**config.mk**
```make
export PLATFORM = sky130hd
export DESIGN_NAME = message_stream_deframer_flat
export DESIGN_NICKNAME = d
export VERILOG_FILES = /design/src/rtl/mdf_pkg.sv /design/src/rtl/mdf_if.sv /design/src/rtl/mdf_front.sv /design/src/rtl/mdf_queue.sv /design/src/rtl/mdf_back.sv /design/src/rtl/message_stream_deframer.sv /design/src/flat_wrapper.sv
export SDC_FILE = /design/constraint.sdc
export NUM_CORES = 1
export LEC_CHECK = 0
export BUFFER_PORTS_ARGS = -buffer_cell sky130_fd_sc_hd__buf_2
export CAP_MARGIN = 20
export CELL_PAD_IN_SITES_DETAIL_PLACEMENT = 2
export CELL_PAD_IN_SITES_GLOBAL_PLACEMENT = 2
export CORE_MARGIN = 2
export CORE_UTILIZATION = 37
export CTS_BUF_LIST = sky130_fd_sc_hd__clkbuf_8
export CTS_CLUSTER_SIZE = 8
export DETAILED_ROUTE_END_ITERATION = 8
export PLACE_DENSITY_LB_ADDON = 0.12
export SETUP_SLACK_MARGIN = 0.5
export SLEW_MARGIN = 20
export SYNTH_ARGS = -nofsm -noshare
export SYNTH_HDL_FRONTEND = slang
export SYNTH_HIERARCHICAL = 1
export SYNTH_SLANG_ARGS = --single-unit
export TNS_END_PERCENT = 30
```
**constraint.sdc**
```tcl
create_clock -name clk -period 6.19 [get_ports clk]
set_input_delay 0.3095 -clock clk [delete_from_list [all_inputs] [get_ports clk]]
set_output_delay 0.3095 -clock clk [all_outputs]
set_load 0.02 [all_outputs]
```
**src/rtl/mdf_pkg.sv**
```systemverilog
package mdf_pkg;

  localparam int MAX_TOKEN_BYTES = 8;
  localparam int TLEN_W          = 4;
  localparam int HIST_IDX_W      = $clog2(MAX_TOKEN_BYTES);
  localparam int LEN_W           = 32;
  localparam int CFG_DATA_W      = 64;
  localparam int QUEUE_DEPTH     = 4;
  localparam int QPTR_W          = $clog2(QUEUE_DEPTH);
  localparam int QCNT_W          = $clog2(QUEUE_DEPTH + 1);

  typedef enum logic [1:0] {
    CFG_FRAMING_MODE = 2'd0,
    CFG_MAX_LEN      = 2'd1,
    CFG_TOKEN_LEN    = 2'd2,
    CFG_TOKEN_BYTES  = 2'd3
  } cfg_idx_t;

  typedef enum logic [1:0] {
    MODE_LEN1  = 2'd0,
    MODE_LEN2  = 2'd1,
    MODE_LEN4  = 2'd2,
    MODE_TOKEN = 2'd3
  } mode_t;

  typedef enum logic [2:0] {
    PH_HEADER = 3'b001,
    PH_BODY   = 3'b010,
    PH_ERROR  = 3'b100
  } phase_t;

  localparam mode_t                   RST_MODE        = MODE_LEN4;
  localparam logic [LEN_W-1:0]        RST_MAX_LEN     = 32'd102400;
  localparam logic [TLEN_W-1:0]       RST_TOKEN_LEN   = 4'd2;
  localparam logic [CFG_DATA_W-1:0]   RST_TOKEN_BYTES = 64'h0000_0000_0000_0D0A;

  typedef struct packed {
    logic [7:0] payload_byte;
    logic       last_of_message;
    logic       framing_error;
  } result_t;

  typedef struct packed {
    logic    push;
    result_t data;
  } q_wr_t;

  typedef struct packed {
    logic    valid;
    result_t data;
  } q_head_t;

endpackage

```
**src/rtl/mdf_if.sv**
```systemverilog
interface mdf_in_if;
  logic       valid;
  logic       ready;
  logic [7:0] data_byte;
  logic       restart;

  modport source (output valid, output data_byte, output restart, input ready);
  modport sink   (input valid, input data_byte, input restart, output ready);
endinterface

interface mdf_out_if;
  logic       valid;
  logic       ready;
  logic [7:0] payload_byte;
  logic       last_of_message;
  logic       framing_error;

  modport source (output valid, output payload_byte, output last_of_message,
                  output framing_error, input ready);
  modport sink   (input valid, input payload_byte, input last_of_message,
                  input framing_error, output ready);
endinterface

```
**src/rtl/mdf_front.sv**
```systemverilog
module mdf_front (
  input  logic                             clk,
  input  logic                             rst_n,
  input  logic                             cfg_we,
  input  mdf_pkg::cfg_idx_t                cfg_index,
  input  logic [mdf_pkg::CFG_DATA_W-1:0]   cfg_wdata,
  input  logic                             in_fire,
  input  logic [7:0]                       in_data_byte,
  input  logic                             in_restart,
  output mdf_pkg::q_wr_t                   q_wr
);
  import mdf_pkg::*;

  mode_t                   mode_r;
  logic [LEN_W-1:0]        max_len_r;
  logic [TLEN_W-1:0]       tok_len_r;
  logic [CFG_DATA_W-1:0]   tok_bytes_r;

  phase_t                  phase_r, phase_nxt;
  logic [LEN_W-1:0]        accum_r, accum_nxt;
  logic [2:0]              hdr_cnt_r, hdr_cnt_nxt;
  logic [LEN_W-1:0]        left_r, left_nxt;
  logic [TLEN_W-1:0]       fill_r, fill_nxt;
  logic [7:0]              hist_r [MAX_TOKEN_BYTES];

  phase_t                  cur_phase;
  logic [LEN_W-1:0]        cur_accum;
  logic [2:0]              cur_hc;
  logic [LEN_W-1:0]        cur_left;
  logic [TLEN_W-1:0]       cur_fill;

  logic [TLEN_W-1:0]       t_len;
  logic [2:0]              h_size;
  logic [7:0]              tok_arr [MAX_TOKEN_BYTES];
  logic [TLEN_W-1:0]       fill_a, fill2;
  logic                    match, has_old, emit_ok;
  logic [7:0]              oldest;
  logic [LEN_W-1:0]        acc_sh;
  logic [2:0]              hc1;
  logic                    cfg_clear;

  always_comb begin
    for (int k = 0; k < MAX_TOKEN_BYTES; k++) begin
      tok_arr[k] = tok_bytes_r[8*k +: 8];
    end
  end

  always_comb begin
    if (tok_len_r == '0) begin
      t_len = TLEN_W'(1);
    end else if (tok_len_r > TLEN_W'(MAX_TOKEN_BYTES)) begin
      t_len = TLEN_W'(MAX_TOKEN_BYTES);
    end else begin
      t_len = tok_len_r;
    end
  end

  always_comb begin
    unique case (mode_r)
      MODE_LEN1: h_size = 3'd1;
      MODE_LEN2: h_size = 3'd2;
      MODE_LEN4: h_size = 3'd4;
      MODE_TOKEN: h_size = 3'd4;
    endcase
  end

  assign cur_phase = in_restart ? PH_HEADER : phase_r;
  assign cur_accum = in_restart ? '0 : accum_r;
  assign cur_hc    = in_restart ? '0 : hdr_cnt_r;
  assign cur_left  = in_restart ? '0 : left_r;
  assign cur_fill  = in_restart ? '0 : fill_r;

  assign fill_a  = (cur_fill > t_len) ? t_len : cur_fill;
  assign fill2   = fill_a + TLEN_W'(1);
  assign has_old = (fill2 == t_len + TLEN_W'(1));
  assign oldest  = hist_r[HIST_IDX_W'(t_len - TLEN_W'(1))];
  assign emit_ok = (cur_accum < max_len_r);
  assign acc_sh  = {cur_accum[LEN_W-9:0], in_data_byte};
  assign hc1     = cur_hc + 3'd1;

  always_comb begin
    logic [7:0]            cand;
    logic [HIST_IDX_W-1:0] tidx;
    match = (fill2 >= t_len);
    for (int k = 0; k < MAX_TOKEN_BYTES; k++) begin
      cand = (k == 0) ? in_data_byte : hist_r[(k == 0) ? 0 : k - 1];
      tidx = HIST_IDX_W'(t_len - TLEN_W'(1) - TLEN_W'(k));
      if ((TLEN_W'(k) < t_len) && (cand != tok_arr[tidx])) begin
        match = 1'b0;
      end
    end
  end

  always_comb begin
    phase_nxt   = phase_r;
    accum_nxt   = accum_r;
    hdr_cnt_nxt = hdr_cnt_r;
    left_nxt    = left_r;
    fill_nxt    = fill_r;
    q_wr        = '0;
    if (in_fire) begin
      phase_nxt   = cur_phase;
      accum_nxt   = cur_accum;
      hdr_cnt_nxt = cur_hc;
      left_nxt    = cur_left;
      fill_nxt    = cur_fill;
      if (cur_phase != PH_ERROR) begin
        if (mode_r == MODE_TOKEN) begin
          if (match || has_old) begin
            if (has_old && !emit_ok) begin
              q_wr.push               = 1'b1;
              q_wr.data.framing_error = 1'b1;
              phase_nxt               = PH_ERROR;
            end else begin
              if (has_old) begin
                q_wr.push                 = 1'b1;
                q_wr.data.payload_byte    = oldest;
                q_wr.data.last_of_message = match;
              end
              if (match) begin
                fill_nxt  = '0;
                accum_nxt = '0;
              end else begin
                fill_nxt  = t_len;
                accum_nxt = cur_accum + LEN_W'(1);
              end
            end
          end else begin
            fill_nxt = fill2;
          end
        end else if (cur_phase == PH_BODY) begin
          q_wr.push              = 1'b1;
          q_wr.data.payload_byte = in_data_byte;
          if (cur_left <= LEN_W'(1)) begin
            q_wr.data.last_of_message = 1'b1;
            phase_nxt   = PH_HEADER;
            left_nxt    = '0;
            accum_nxt   = '0;
            hdr_cnt_nxt = '0;
          end else begin
            left_nxt = cur_left - LEN_W'(1);
          end
        end else begin
          if (hc1 >= h_size) begin
            hdr_cnt_nxt = '0;
            accum_nxt   = '0;
            if ((acc_sh <= LEN_W'(h_size)) || (acc_sh > max_len_r)) begin
              q_wr.push               = 1'b1;
              q_wr.data.framing_error = 1'b1;
              phase_nxt               = PH_ERROR;
            end else begin
              left_nxt  = acc_sh - LEN_W'(h_size);
              phase_nxt = PH_BODY;
            end
          end else begin
            accum_nxt   = acc_sh;
            hdr_cnt_nxt = hc1;
          end
        end
      end
    end
  end

  assign cfg_clear = cfg_we &&
                     ((cfg_index == CFG_FRAMING_MODE) || (cfg_index == CFG_TOKEN_LEN));

  always_ff @(posedge clk) begin
    if (!rst_n) begin
      mode_r      <= RST_MODE;
      max_len_r   <= RST_MAX_LEN;
      tok_len_r   <= RST_TOKEN_LEN;
      tok_bytes_r <= RST_TOKEN_BYTES;
      phase_r     <= PH_HEADER;
      accum_r     <= '0;
      hdr_cnt_r   <= '0;
      left_r      <= '0;
      fill_r      <= '0;
    end else begin
      if (cfg_we) begin
        unique case (cfg_index)
          CFG_FRAMING_MODE: mode_r      <= mode_t'(cfg_wdata[1:0]);
          CFG_MAX_LEN:      max_len_r   <= cfg_wdata[LEN_W-1:0];
          CFG_TOKEN_LEN:    tok_len_r   <= cfg_wdata[TLEN_W-1:0];
          CFG_TOKEN_BYTES:  tok_bytes_r <= cfg_wdata;
        endcase
      end
      if (cfg_clear) begin
        phase_r   <= PH_HEADER;
        accum_r   <= '0;
        hdr_cnt_r <= '0;
        left_r    <= '0;
        fill_r    <= '0;
      end else begin
        phase_r   <= phase_nxt;
        accum_r   <= accum_nxt;
        hdr_cnt_r <= hdr_cnt_nxt;
        left_r    <= left_nxt;
        fill_r    <= fill_nxt;
      end
    end
  end

  always_ff @(posedge clk) begin
    if (in_fire) begin
      hist_r[0] <= in_data_byte;
      for (int k = 1; k < MAX_TOKEN_BYTES; k++) begin
        hist_r[k] <= hist_r[k-1];
      end
    end
  end

endmodule

```
**src/rtl/mdf_queue.sv**
```systemverilog
module mdf_queue (
  input  logic              clk,
  input  logic              rst_n,
  input  mdf_pkg::q_wr_t    q_wr,
  input  logic              pop,
  output logic              full,
  output mdf_pkg::q_head_t  head
);
  import mdf_pkg::*;

  result_t             mem_r [QUEUE_DEPTH];
  logic [QPTR_W-1:0]   wr_ptr_r, wr_ptr_nxt;
  logic [QPTR_W-1:0]   rd_ptr_r, rd_ptr_nxt;
  logic [QCNT_W-1:0]   count_r, count_nxt;
  logic                do_pop;

  assign full       = (count_r == QCNT_W'(QUEUE_DEPTH));
  assign head.valid = (count_r != '0);
  assign head.data  = mem_r[rd_ptr_r];
  assign do_pop     = pop && head.valid;

  always_comb begin
    wr_ptr_nxt = q_wr.push ? wr_ptr_r + QPTR_W'(1) : wr_ptr_r;
    rd_ptr_nxt = do_pop ? rd_ptr_r + QPTR_W'(1) : rd_ptr_r;
    count_nxt  = count_r + QCNT_W'(q_wr.push) - QCNT_W'(do_pop);
  end

  always_ff @(posedge clk) begin
    if (!rst_n) begin
      wr_ptr_r <= '0;
      rd_ptr_r <= '0;
      count_r  <= '0;
    end else begin
      wr_ptr_r <= wr_ptr_nxt;
      rd_ptr_r <= rd_ptr_nxt;
      count_r  <= count_nxt;
    end
  end

  always_ff @(posedge clk) begin
    if (q_wr.push) begin
      mem_r[wr_ptr_r] <= q_wr.data;
    end
  end

endmodule

```
**src/rtl/mdf_back.sv**
```systemverilog
module mdf_back (
  input  logic              clk,
  input  logic              rst_n,
  input  mdf_pkg::q_head_t  head,
  output logic              pop,
  mdf_out_if.source         out_ch
);
  import mdf_pkg::*;

  logic    valid_r, valid_nxt;
  result_t data_r;

  assign pop       = head.valid && (!valid_r || out_ch.ready);
  assign valid_nxt = pop ? 1'b1 : (valid_r && !out_ch.ready);

  always_ff @(posedge clk) begin
    if (!rst_n) begin
      valid_r <= 1'b0;
    end else begin
      valid_r <= valid_nxt;
    end
  end

  always_ff @(posedge clk) begin
    if (pop) begin
      data_r <= head.data;
    end
  end

  assign out_ch.valid           = valid_r;
  assign out_ch.payload_byte    = data_r.payload_byte;
  assign out_ch.last_of_message = data_r.last_of_message;
  assign out_ch.framing_error   = data_r.framing_error;

endmodule

```
**src/rtl/message_stream_deframer.sv**
```systemverilog
// Message deframer for a byte stream. The in_ch channel carries one stream byte
// per transaction together with a restart flag that clears the framing state
// before that byte. The out_ch channel carries body bytes with a last-of-message
// mark, or a single error transaction for a malformed or overlong message, after
// which all bytes are dropped until a restart or a mode or token length write.
// The cfg port writes the framing mode, the maximum length, the delimiter length
// and the delimiter bytes; the user makes writes only while no bytes are in
// flight, and the block itself leaves this to the user. The framing engine takes
// one byte every cycle while in_ch.ready is high and decides its result in the
// cycle it is accepted; results are registered in a four-entry queue and then
// in an output register. Sustained throughput is one byte per cycle while the
// receiver takes results. When the receiver stalls, results collect in the
// queue and in_ch.ready drops only once the queue is full; it is always high
// while the output register is empty. Reset restores the register defaults
// (four-byte length header, maximum length 102400, two-byte delimiter LF CR)
// and empties the queue; no clearing pass is needed, so bytes are accepted once reset ends.
module message_stream_deframer (
  input  logic                             clk,
  input  logic                             rst_n,
  input  logic                             cfg_we,
  input  mdf_pkg::cfg_idx_t                cfg_index,
  input  logic [mdf_pkg::CFG_DATA_W-1:0]   cfg_wdata,
  mdf_in_if.sink                           in_ch,
  mdf_out_if.source                        out_ch
);
  import mdf_pkg::*;

  q_wr_t   q_wr;
  q_head_t q_head;
  logic    q_full;
  logic    q_pop;
  logic    in_fire;

  assign in_ch.ready = !q_full;
  assign in_fire     = in_ch.valid && in_ch.ready;

  mdf_front u_front (
    .clk          (clk),
    .rst_n        (rst_n),
    .cfg_we       (cfg_we),
    .cfg_index    (cfg_index),
    .cfg_wdata    (cfg_wdata),
    .in_fire      (in_fire),
    .in_data_byte (in_ch.data_byte),
    .in_restart   (in_ch.restart),
    .q_wr         (q_wr)
  );

  mdf_queue u_queue (
    .clk   (clk),
    .rst_n (rst_n),
    .q_wr  (q_wr),
    .pop   (q_pop),
    .full  (q_full),
    .head  (q_head)
  );

  mdf_back u_back (
    .clk    (clk),
    .rst_n  (rst_n),
    .head   (q_head),
    .pop    (q_pop),
    .out_ch (out_ch)
  );

endmodule

```
**src/flat_wrapper.sv**
```systemverilog
// flat-port wrapper written by rule: the top's interface ports become plain ports
module message_stream_deframer_flat import mdf_pkg::*;
  (clk, rst_n, cfg_we, cfg_index, cfg_wdata, in_ch_valid, in_ch_data_byte, in_ch_restart, in_ch_ready, out_ch_valid, out_ch_payload_byte, out_ch_last_of_message, out_ch_framing_error, out_ch_ready);
  mdf_in_if in_ch_i ();
  mdf_out_if out_ch_i ();
  input  logic clk;
  input  logic rst_n;
  input  logic cfg_we;
  input  mdf_pkg::cfg_idx_t cfg_index;
  input  logic [mdf_pkg::CFG_DATA_W-1:0] cfg_wdata;
  input wire logic [$bits(in_ch_i.valid)-1:0] in_ch_valid;
  input wire logic [$bits(in_ch_i.data_byte)-1:0] in_ch_data_byte;
  input wire logic [$bits(in_ch_i.restart)-1:0] in_ch_restart;
  output wire logic [$bits(in_ch_i.ready)-1:0] in_ch_ready;
  output wire logic [$bits(out_ch_i.valid)-1:0] out_ch_valid;
  output wire logic [$bits(out_ch_i.payload_byte)-1:0] out_ch_payload_byte;
  output wire logic [$bits(out_ch_i.last_of_message)-1:0] out_ch_last_of_message;
  output wire logic [$bits(out_ch_i.framing_error)-1:0] out_ch_framing_error;
  input wire logic [$bits(out_ch_i.ready)-1:0] out_ch_ready;
  assign in_ch_i.valid = in_ch_valid;
  assign in_ch_i.data_byte = in_ch_data_byte;
  assign in_ch_i.restart = in_ch_restart;
  assign in_ch_ready = in_ch_i.ready;
  assign out_ch_valid = out_ch_i.valid;
  assign out_ch_payload_byte = out_ch_i.payload_byte;
  assign out_ch_last_of_message = out_ch_i.last_of_message;
  assign out_ch_framing_error = out_ch_i.framing_error;
  assign out_ch_i.ready = out_ch_ready;
  message_stream_deframer u_core (.clk(clk), .rst_n(rst_n), .cfg_we(cfg_we), .cfg_index(cfg_index), .cfg_wdata(cfg_wdata), .in_ch(in_ch_i), .out_ch(out_ch_i));
endmodule
```
==> results.yml <==
global_route:
  grt-ovfl-total: 0
  antenna_found_initial: 3
  grt_pass1_vias: 20830
  grtUsageTotal_pct: 30.38
  grt_pass1_wl_um: 132600
  grt_max_degree: 119
die:
  die_h_um: 241.0
  initial_core_util_pct: 37.57
  fp.dieW_um: 241.0
  core_um2: 55310
  num_rows: 86
  ioPinCount: 92
  fp.dieArea_um2: 58070
place:
  place_congestion: 0.9101
  dp_hpwl_um: 62800
  place_area_um2: 22100
  dp_worst_setup_slack_ps: 376.6
  port_buffers: 91
  place_inst: 3089
synth:
  async_reset_ff_share_pct: 0
  synth-seq-cells: 300
  synth_edf_count: 114
  yosys.area.top_type_share_pct: 17.92
  synth_ff_type: "dfxtp_1"
  synthTopCellsByArea: "dfxtp_1 18%, edfxtp_1 16%, nand2_1 6.3%"
  yosys_warnings: 6
  seq_area_frac_synth_pct: 34.39
  synth.distinct_cells: 85
  synthCells: 2351
  syn_area_um2: 20780
  syn_avg_cell_area_um2: 8.839
  synth_largest_area_cell: "dfxtp_1"
  syn_nets: 2527
min_path:
  hp-class: "in -> reg"
finish:
  area_delta_synth_final_pct: 15.69
  nets: 2651
  fin_area_um2: 24040
  layout-drive-gt1-share_pct: 13.15
  utilization_pct: 43.47
  n_fill_cell: 6136
  final_cells: 3268
pwr:
  p_leak_nw: 9.538
  cellPowerDensity_nw_per_um2: 222.4
  ir_drop_mv: 0.1766
  power_mw: 5.347
worst_setup_path:
  path_delay_family: "simple AND/OR/NAND/NOR gates"
  critPathRequiredTime_ps: 6740
  max_stage_delay_ps: 670
  cp_num_buf_inv: 2
  slowest_stage: "or4_4"
  cp_max_fo: 23
  worstPathArrival_ps: 5960
  critPathCaptureType: "flop"
  path_class: "reg -> reg"
  critPathLaunchType: "flop"
  cp_cell_sequence: "buf_4 -> or3_2 -> buf_4 -> a32oi_1 -> mux2i_1 -> xor2_1 -> nor4_1 -> mux2i_1 -> a211oi_1 -> a41oi_1 -> or4_4 -> and2_0 -> a41o_1 -> a221oi_1 -> nor2_1"
sta:
  layout_worst_path_cycle_share_pct: 87.43
  fmax_mhz: 184.8
  setup_tns_ps: 0
  max_slew_margin_pct: 29.82
  tightest_slew_ps: 1049
  hold_violations: 0
  holdWs_ps: 53.24
  setup_viol: 0
  skew_ps: 25.74
  grt_setup_unrepaired: "no"
  min_period_ps: 5412
  maxSlewViolCount: 0
  worst_slack_ps: 778.3
detailed_routing:
  ant_nets: 0
  drc: 0
  via_count: 19720
  drtIter0Drc: 1484
  avgViaCountPerCell: 6.033
  wl_um: 88790
  drt_pass1_iterations: 5
  wl_per_cell_um: 27.17
clock_network:
  cts_tree: "built"
  clock-sinks: 300
  cts-root-buf: "clkbuf_8"
  htree_levels: 2
  clk_pin_slew_ps: 60
  clk_path_buf_depth: 3
  cts_buffers: 58
  clkLatencyLatePin_ps: 690
run:
  cap_violations: 0
outcome:
  status: "complete, no violations"
-- report_power, final --
group / internal, mW / switching (mW)
combinational: 0.394 / 0.650
sequential: 2.12 / 0.0942
clock: 1.13 / 0.958
-- cells in the mapped netlist (7+ instances only) --
master and number:
a211oi_1 7, a21boi_0 96, a21o_1 39, a21oi_1 71
a221oi_1 13, a222oi_1 11, a22oi_1 27, a31oi_1 37
a32oi_1 64, and2_1 14, and2b_1 8, and3_1 15
buf_1 12, buf_2 17, clkbuf_1 126, dfxtp_1 186
edfxtp_1 114, ha_1 94, inv_1 76, mux2i_1 115
mux4_2 43, nand2_1 347, nand2b_1 16, nand3_1 46
nand4_1 31, nor2_1 121, nor2b_1 93, nor3_1 58
nor4_1 20, o211ai_1 17, o21a_1 19, o21ai_0 123
o22ai_1 16, o31ai_1 10, or3_1 16, xnor2_1 55
xor2_1 59
-- cell usage in the layout (no fill, tap or decap), types with 15 or more instances in the layout --
master / synthesis / final
o21a_1: 19 / 18
o21ai_0: 123 / 123
dfxtp_1: 186 / 184
clkbuf_8: 0 / 65
a21oi_1: 71 / 71
a21o_1: 39 / 39
xnor2_1: 55 / 54
nor3_1: 58 / 57
nand2b_1: 16 / 15
inv_1: 76 / 88
nand3_1: 46 / 45
o211ai_1: 17 / 17
nand2_1: 347 / 347
buf_4: 6 / 66
a31oi_1: 37 / 37
nor2b_1: 93 / 90
nand4_1: 31 / 31
ha_1: 94 / 93
or3_1: 16 / 15
buf_2: 17 / 90
a21boi_0: 96 / 96
a22oi_1: 27 / 27
nor4_1: 20 / 20
mux4_2: 43 / 43
xor2_1: 59 / 59
nor2_1: 121 / 119
o22ai_1: 16 / 16
mux2i_1: 115 / 114
edfxtp_1: 114 / 114
a32oi_1: 64 / 64
dlygate4sd3_1: 0 / 70
-- flip-flops by register name, indices dropped and copies added (netlist names), 8 cells and up, named ones only --
signal and count:
u_core/u_back/out_ch.payload_byte 8, u_core/u_front/max_len_r 32, u_core/u_front/tok_bytes_r 64, u_core/u_queue/mem_r 40, u_core/u_front/accum_r 32, u_core/u_front/left_r 32
u_core/u_front/hist_r 64
-- final timing paths --
kind,startpoint,to,slack [ps],cells past startpoint
worst max register to register,u_core/u_front/tok_len_r[2]$_SDFFE_PN0P_,u_core/u_front/accum_r[11]$_SDFFE_PP0P_,780,15
worst min register to register,u_core/u_front/max_len_r[30]$_SDFFE_PN0P_,u_core/u_front/max_len_r[30]$_SDFFE_PN0P_,470,2
worst min-delay path,in_ch_data_byte[1],u_core/u_front/hist_r[0][1]$_DFFE_PP_,50,1
worst max-delay path,u_core/u_front/tok_len_r[2]$_SDFFE_PN0P_,u_core/u_front/accum_r[11]$_SDFFE_PP0P_,780,15
-- area by class of cell --
cell class | instances | area (µm²) | area share [%]
timing repair buffer | 231 | 1742 | 7.245
inverter | 80 | 302.8 | 1.259
tap | 748 | 935.9 | 3.893
multi-input combinational | 1804 | 12730 | 52.95
clock buffer | 65 | 894.6 | 3.721
sequential | 300 | 7149 | 29.74
antenna | 3 | 7.507 | 0.03123
clock inverter | 37 | 280.3 | 1.166
-- routing by layer --
layer / part of all wire [%] / wire length (µm) / up-vias / track usage, %
met5: 0 / 0 / - / 0
li1: - / - / 8885 / -
met1: 45 / 39880 / 10130 / 40.56
met4: 2.8 / 2489 / 0 / 9.222
met2: 47 / 41980 / 553 / 50.85
met3: 5.0 / 4440 / 148 / 4.278
-- what timing repair did --
item,CTS,global route
resized for setup,4,4
buffers inserted,0,4
hold buffers,70,0
pin swaps,0,1
endpoints found under the setup margin,21,23
endpoints found under the hold margin,103,0
-- cells by family after synthesis --
| kind of cell | share of synthesized area [%] |
|---|---|
| AND/OR/NAND/NOR | 18.82 |
| AO/OA/AOI/OAI | 20.41 |
| flip-flops | 34.39 |
| buffers and inverters | 4.871 |
| multiplexers | 10.53 |
| XOR/XNOR | 5.130 |
| adder cells (fa/ha/maj) | 5.853 |
(Power assumes the default switching activity.)
